`config.mk`:
```
export PLATFORM = sky130hd
export DESIGN_NAME = r6q_skid
export DESIGN_NICKNAME = d
export VERILOG_FILES = /design/src/sv/r6q_pkg.sv /design/src/sv/r6q_skid.sv
export SDC_FILE = /design/constraint.sdc
export NUM_CORES = 1
export LEC_CHECK = 0
export BUFFER_PORTS_ARGS = -buffer_cell sky130_fd_sc_hd__buf_2
export CORE_UTILIZATION = 56
export CTS_CLUSTER_SIZE = 10
export DETAILED_ROUTE_END_ITERATION = 10
export PLACE_DENSITY = 0.85
export SLEW_MARGIN = 15
export SYNTH_ARGS = -nofsm -noshare
export SYNTH_HDL_FRONTEND = slang
export SYNTH_SLANG_ARGS = --single-unit
```
`constraint.sdc`:
```
create_clock -name clk -period 20.5 [get_ports clk]
set_input_delay 4.1 -clock clk [delete_from_list [all_inputs] [get_ports clk]]
set_output_delay 4.1 -clock clk [all_outputs]
set_load 0.03 [all_outputs]
```
`src/sv/r6q_pkg.sv`:
```
// r6q_pkg: shared widths, payload structs and rounding helpers for the
// 6D-rotation to quaternion converter. No dependencies.
package r6q_pkg;

  localparam int IN_WIDTH   = 16;
  localparam int OUT_WIDTH  = 16;
  localparam int OFRAC      = OUT_WIDTH - 2;
  localparam int QF         = 30;           // fraction bits of internal values
  localparam int VW         = 36;           // normaliser component width
  localparam int MW         = VW;           // magnitude width
  localparam int PW         = 6;            // leading-one position width
  localparam int NW         = QF;           // normalised magnitude width
  localparam int SUMW       = 2 * NW + 2;   // sum of four squares
  localparam int RW         = NW + 1;       // square root width
  localparam int QW         = RW + 1;       // quotient width, 31 fraction bits
  localparam int BW         = 32;           // Q30 vector element width
  localparam int SQRT_STEPS = RW;
  localparam int DIV_STEPS  = QW;

  typedef struct packed {
    logic signed [IN_WIDTH-1:0] first_x;
    logic signed [IN_WIDTH-1:0] first_y;
    logic signed [IN_WIDTH-1:0] first_z;
    logic signed [IN_WIDTH-1:0] second_x;
    logic signed [IN_WIDTH-1:0] second_y;
    logic signed [IN_WIDTH-1:0] second_z;
  } r6q_rot_t;

  typedef struct packed {
    logic signed [OUT_WIDTH-1:0] quat_x;
    logic signed [OUT_WIDTH-1:0] quat_y;
    logic signed [OUT_WIDTH-1:0] quat_z;
    logic signed [OUT_WIDTH-1:0] quat_w;
  } r6q_quat_t;

  typedef logic signed [VW-1:0] r6q_comp_t;
  typedef r6q_comp_t [3:0]      r6q_vec_t;
  typedef logic signed [BW-1:0] r6q_q30_t;
  typedef r6q_q30_t [2:0]       r6q_v3_t;
  typedef logic [3:0][QW-1:0]   r6q_quo_t;

  typedef struct packed {
    r6q_v3_t b;
  } r6q_tag_t;

  typedef struct packed {
    logic [3:0]        neg;
    logic              nz;
    r6q_tag_t          tag;
  } r6q_dv_side_t;

  typedef struct packed {
    logic [3:0][NW-1:0] mag;
    r6q_dv_side_t       dv;
  } r6q_sq_side_t;

  typedef enum logic [1:0] {BR_W, BR_X, BR_Y, BR_Z} r6q_branch_t;

  localparam r6q_comp_t QONE = VW'(1) << QF;

  // Q30 product scaled back, nearest with ties away from zero
  function automatic logic signed [34:0] rnd_q30(input logic signed [63:0] x);
    logic [63:0] m;
    logic [63:0] r;
    m = x[63] ? 64'(-x) : 64'(x);
    r = (m + (64'd1 << (QF - 1))) >> QF;
    return x[63] ? -$signed({1'b0, r[33:0]}) : $signed({1'b0, r[33:0]});
  endfunction

  // quotient with 31 fraction bits to signed Q30, rounded
  function automatic r6q_q30_t to_q30(input logic [QW-1:0] q, input logic neg,
                                      input logic nz);
    logic [QW:0] t;
    r6q_q30_t    m;
    t = {1'b0, q} + (QW+1)'(1);
    m = $signed(t[QW:1]);
    if (!nz) return '0;
    return neg ? -m : m;
  endfunction

  // quotient with 31 fraction bits to signed output format, rounded
  function automatic logic signed [OUT_WIDTH-1:0] to_out(input logic [QW-1:0] q,
                                                         input logic neg);
    logic [QW:0]                 t;
    logic signed [OUT_WIDTH-1:0] m;
    t = ({1'b0, q} >> (QW - 2 - OFRAC)) + (QW+1)'(1);
    m = $signed(t[OUT_WIDTH:1]);
    return neg ? -m : m;
  endfunction

endpackage

```
`src/sv/r6q_skid.sv`:
```
// r6q_skid: output register with one skid entry; decouples the receiver's
// stall from the pipeline advance. Depends on r6q_pkg.
module r6q_skid (
  input  logic                clk,
  input  logic                rst,
  input  logic                vld,
  input  r6q_pkg::r6q_quat_t  item,
  output logic                full,
  output logic                res_vld,
  output r6q_pkg::r6q_quat_t  res,
  input  logic                res_stall
);
  import r6q_pkg::*;

  r6q_quat_t hold;

  always_ff @(posedge clk) begin
    if (rst) begin
      full    <= 1'b0;
      res_vld <= 1'b0;
    end else if (!res_vld || !res_stall) begin
      if (full) begin
        res_vld <= 1'b1;
        full    <= 1'b0;
      end else begin
        res_vld <= vld;
      end
    end else if (vld && !full) begin
      full <= 1'b1;
    end
  end

  always_ff @(posedge clk) begin
    if (!res_vld || !res_stall) begin
      res <= full ? hold : item;
    end else if (vld && !full) begin
      hold <= item;
    end
  end

endmodule

```
; ---- Yosys cells after proc, flatten, opt, wreduce, memory -nomap -nowiden
; Cells that the tools add are included.
; W data, S select, Z words.
[word_totals]
ram_bits = 0
rom_bits = 0
input_bits = 68
latchBits = 0
out_inout_bits = 66
word_cells = 20
n_memories = 0
register_bits = 130
[op_classes]
div_mod_pow = 0
bitwise = 1
shifts = 0
reduce_logical = 7
n_lt_le_gt_ge = 0
add_sub_neg = 0
n_eq_ne = 0
multipliers = 0
mux = 2
[op_table]
columns = cell, n
row1 = $mux W64, 1
row2 = $logic_not A1 Y1, 3
row3 = $reduce_and A2 Y1, 1
row4 = $reduce_or A2 Y1, 1
row5 = $logic_and A1 B1 Y1, 1
row6 = $logic_or A1 B1 Y1, 1
row7 = $mux W1, 1
row8 = $not A1 Y1, 1

; ---- Longest topological paths before layout
[depth]
word_depth = 4
depth_mapped = 4
depth_no_buf = 2

; ---- Least setup slack after synthesis
; OpenSTA, ideal clock, no wires.
[synth_path]
path_kind = input to register
from = input res_stall
to = register hold[0] (netlist name), enable pin
cell_stages = 2
slack_ns = 9.541
arrival_ns = 10.382
path_buffers = 0
t_required_ns = 19.922
setup_time_ns = 0.578
path_cell_list = nand2_1 -> nor3b_1
[synth_between]
elab_chain_cells = 4
[synth_lines]
columns = item, line_no
row1 = start: declaration, r6q_skid.sv:11  ; input logic res_stall
row2 = $logic_not A1 Y1, r6q_skid.sv:34  ; if (!res_vld || !res_stall) begin
row3 = $logic_or A1 B1 Y1, r6q_skid.sv:34
row4 = $not A1 Y1 (no line), --
row5 = $reduce_and A2 Y1 (no line), --
row6 = end signal: assignment, r6q_skid.sv:37  ; hold <= item;
row7 = end: declaration, r6q_skid.sv:15  ; r6q_quat_t hold;
; Every way passes these cells.
; A chain may end at the register's enable or synchronous reset.

; ---- Worst setup path after layout
[layout_path]
from = register full
to = output full
[layout_rtl]
columns = item, line_no
row1 = start: declaration, r6q_skid.sv:8  ; output logic full,
row2 = start signal: assignment, r6q_skid.sv:19  ; full <= 1'b0;
row3 = start signal: assignment, r6q_skid.sv:24  ; full <= 1'b0;
row4 = start signal: assignment, r6q_skid.sv:29  ; full <= 1'b1;
; No word-level cell between the ends.

==> impl_metrics.json <==
{
  "ant_nets": 0,
  "cp.buffers_inverters": 1,
  "portBuffers": 133,
  "tightestPinTransition_ns": 0.899,
  "drive_above_1_share": 0.635,
  "hp-class": "flop to flop",
  "synth_top_area_cell": "edfxtp_1",
  "timing.max_cap.violations": 0,
  "n_fill_cell": 489,
  "cp-end-kind": "output pin",
  "ys_ff_latch": 130,
  "synth-seq-area-share": 0.802,
  "area_growth_pct": 29.4,
  "vias_per_cell": 5.13,
  "start_kind": "flop",
  "grt_util_all_layers": 0.198,
  "cts_buffer_depth": 2,
  "clockRootBuffer": "clkbuf_8",
  "syn_nets": 274,
  "die_h_um": 95,
  "ctsResizeCount": 0,
  "first_pass_iters": 4,
  "finalCritPeriodShare": 0.271,
  "critical_path.top_delay_family": "flip-flops",
  "path_cells": "buf_2",
  "grt_setup_unrepaired": "false",
  "post_cts_buffers": 0,
  "syn_inst": 206,
  "start_util": 0.584,
  "grt_max_degree": 68,
  "multi_input_area_um2": 906,
  "die_width_um": 95,
  "worstPathArrival_ns": 1.45,
  "grt_pass1_vias": 2409,
  "place_area_um2": 5610,
  "wire_per_inst_um": 17.4,
  "wl_um": 8200,
  "vdd_drop_max_v": 0.0000653,
  "setup_viol": 0,
  "die_area_um2": 9030,
  "synthTopCellsByArea": "edfxtp_1 79%, mux2_4 12%, mux2_2 6.0%",
  "layout.nets": 422,
  "synth_edf_count": 128,
  "remaining_drc_errors": 0,
  "cts_made_buffers": 17,
  "yosys_warnings": 0,
  "yosys.area.top_type_share": 0.794,
  "fin_worst_skew_ns": 0.00915,
  "antenna_found_initial": 0,
  "place.gp.congestion": 0.693,
  "clk_pin_slew_ns": 0.06,
  "ctsHoldBuffers": 0,
  "drv_slew": 0,
  "dp_slack_ns": 14.58,
  "design_area_um2": 6270,
  "path_class": "flop to output pin",
  "clock_sinks": 130,
  "finalCriticalPeriod_ns": 5.55,
  "h-tree-depth": 4,
  "avgSynthCellArea_um2": 23.5,
  "crit_required_ns": 16.40,
  "grt_overflow": 0,
  "rows": 33,
  "synth.distinct_cells": 11,
  "netlist_area_um2": 4840,
  "cp_slowest_cell": "dfxtp_4",
  "tns_ns": 0,
  "status": "completed",
  "cts_tree": "built",
  "setup_slack_ns": 14.95,
  "postLayoutCoreUtil": 0.755,
  "seq_area_um2": 3890,
  "grt_pass1_wl_um": 12500,
  "timing.final.hold_violations": 0,
  "ys.flop_type": "edfxtp_1",
  "fmax_mhz": 180,
  "slew_headroom": 0.400,
  "drt_first_iter_violations": 111,
  "synth_most_common_cell": "edfxtp_1",
  "pin_count": 134,
  "hpwl_um": 5100,
  "core_area_um2": 8300,
  "synthTopCellsByCount": "128 x edfxtp_1, 38 x mux2_4, 26 x mux2_2",
  "vias": 2420,
  "slowest_delay_ns": 0.64,
  "diodes": 0,
  "worst-path-max-fanout": 29,
  "clk_latency_ns": 0.51,
  "powerDensity_nw_per_um2": 111,
  "power.leakage_nw": 2.49,
  "synthArstFlopShare": 0
}
==> per-stage QoR <==
step                      cells  power (W)  hold WS, ns
after global routing        472   0.000715        0.555
after floorplan             206   0.000352        0.523
after CTS                   472   0.000701        0.548
after global placement      440   0.000370        0.529
after detailed placement    440   0.000372        0.532
final                       472   0.000695        0.545
==> placed cells by master (no fill, tap or decap), drive strengths merged <==
cell,instances
a21oi,1
buf,136
bufinv,6
clkbuf,18
clkinv,6
clkinvlp,1
dfxtp,2
edfxtp,128
inv,1
mux2,64
nand2,1
nor2,1
nor3,1
nor3b,1
==> area by class of cell <==
cell class / count / area share
clock buffer: 18 / 0.0667
clock inverter: 14 / 0.0375
multi-input combinational: 69 / 0.145
sequential: 130 / 0.620
tap: 105 / 0.0210
timing repair buffer: 136 / 0.110
==> registers in the layout, summed over array words and instances, names as in the netlist <==
| register | flops |
|---|---|
| res | 64 |
| hold | 64 |
| res_vld | 1 |
| full | 1 |
==> worst paths after layout <==
path | from | endpoint | slack (ns) | cells after the start
max | full$_SDFFE_PP0P_ | full | 14.95 | 1
min | hold[29]$_DFFE_PP_ | res[29]$_DFFE_PP_ | 0.54 | 1
max reg2reg | res_vld$_SDFFE_PP0P_ | hold[29]$_DFFE_PP_ | 18.43 | 3
min reg2reg | hold[29]$_DFFE_PP_ | res[29]$_DFFE_PP_ | 0.54 | 1
==> power breakdown <==
group / internal, W / switching (W) / total [W]
sequential: 0.000307 / 0.00000405 / 0.000311
clock: 0.000222 / 0.000107 / 0.000329
combinational: 0.0000202 / 0.0000344 / 0.0000546
==> cells by family after synthesis <==
logic type      Yosys count  share of synthesized area
buf+inv                   7                     0.0137
compound gates            1                    0.00103
simple gates              4                    0.00517
flops                   130                      0.802
mux                      64                      0.178
==> per-layer routing <==
metal	vias to the layer above	share of wire	GRT usage
li1	1124	-	-
met5	-	0	0
met1	1186	0.41	0.247
met4	0	0.017	0.0947
met3	17	0.071	0.0741
met2	93	0.50	0.306
Power figures use the tool's default switching activity.
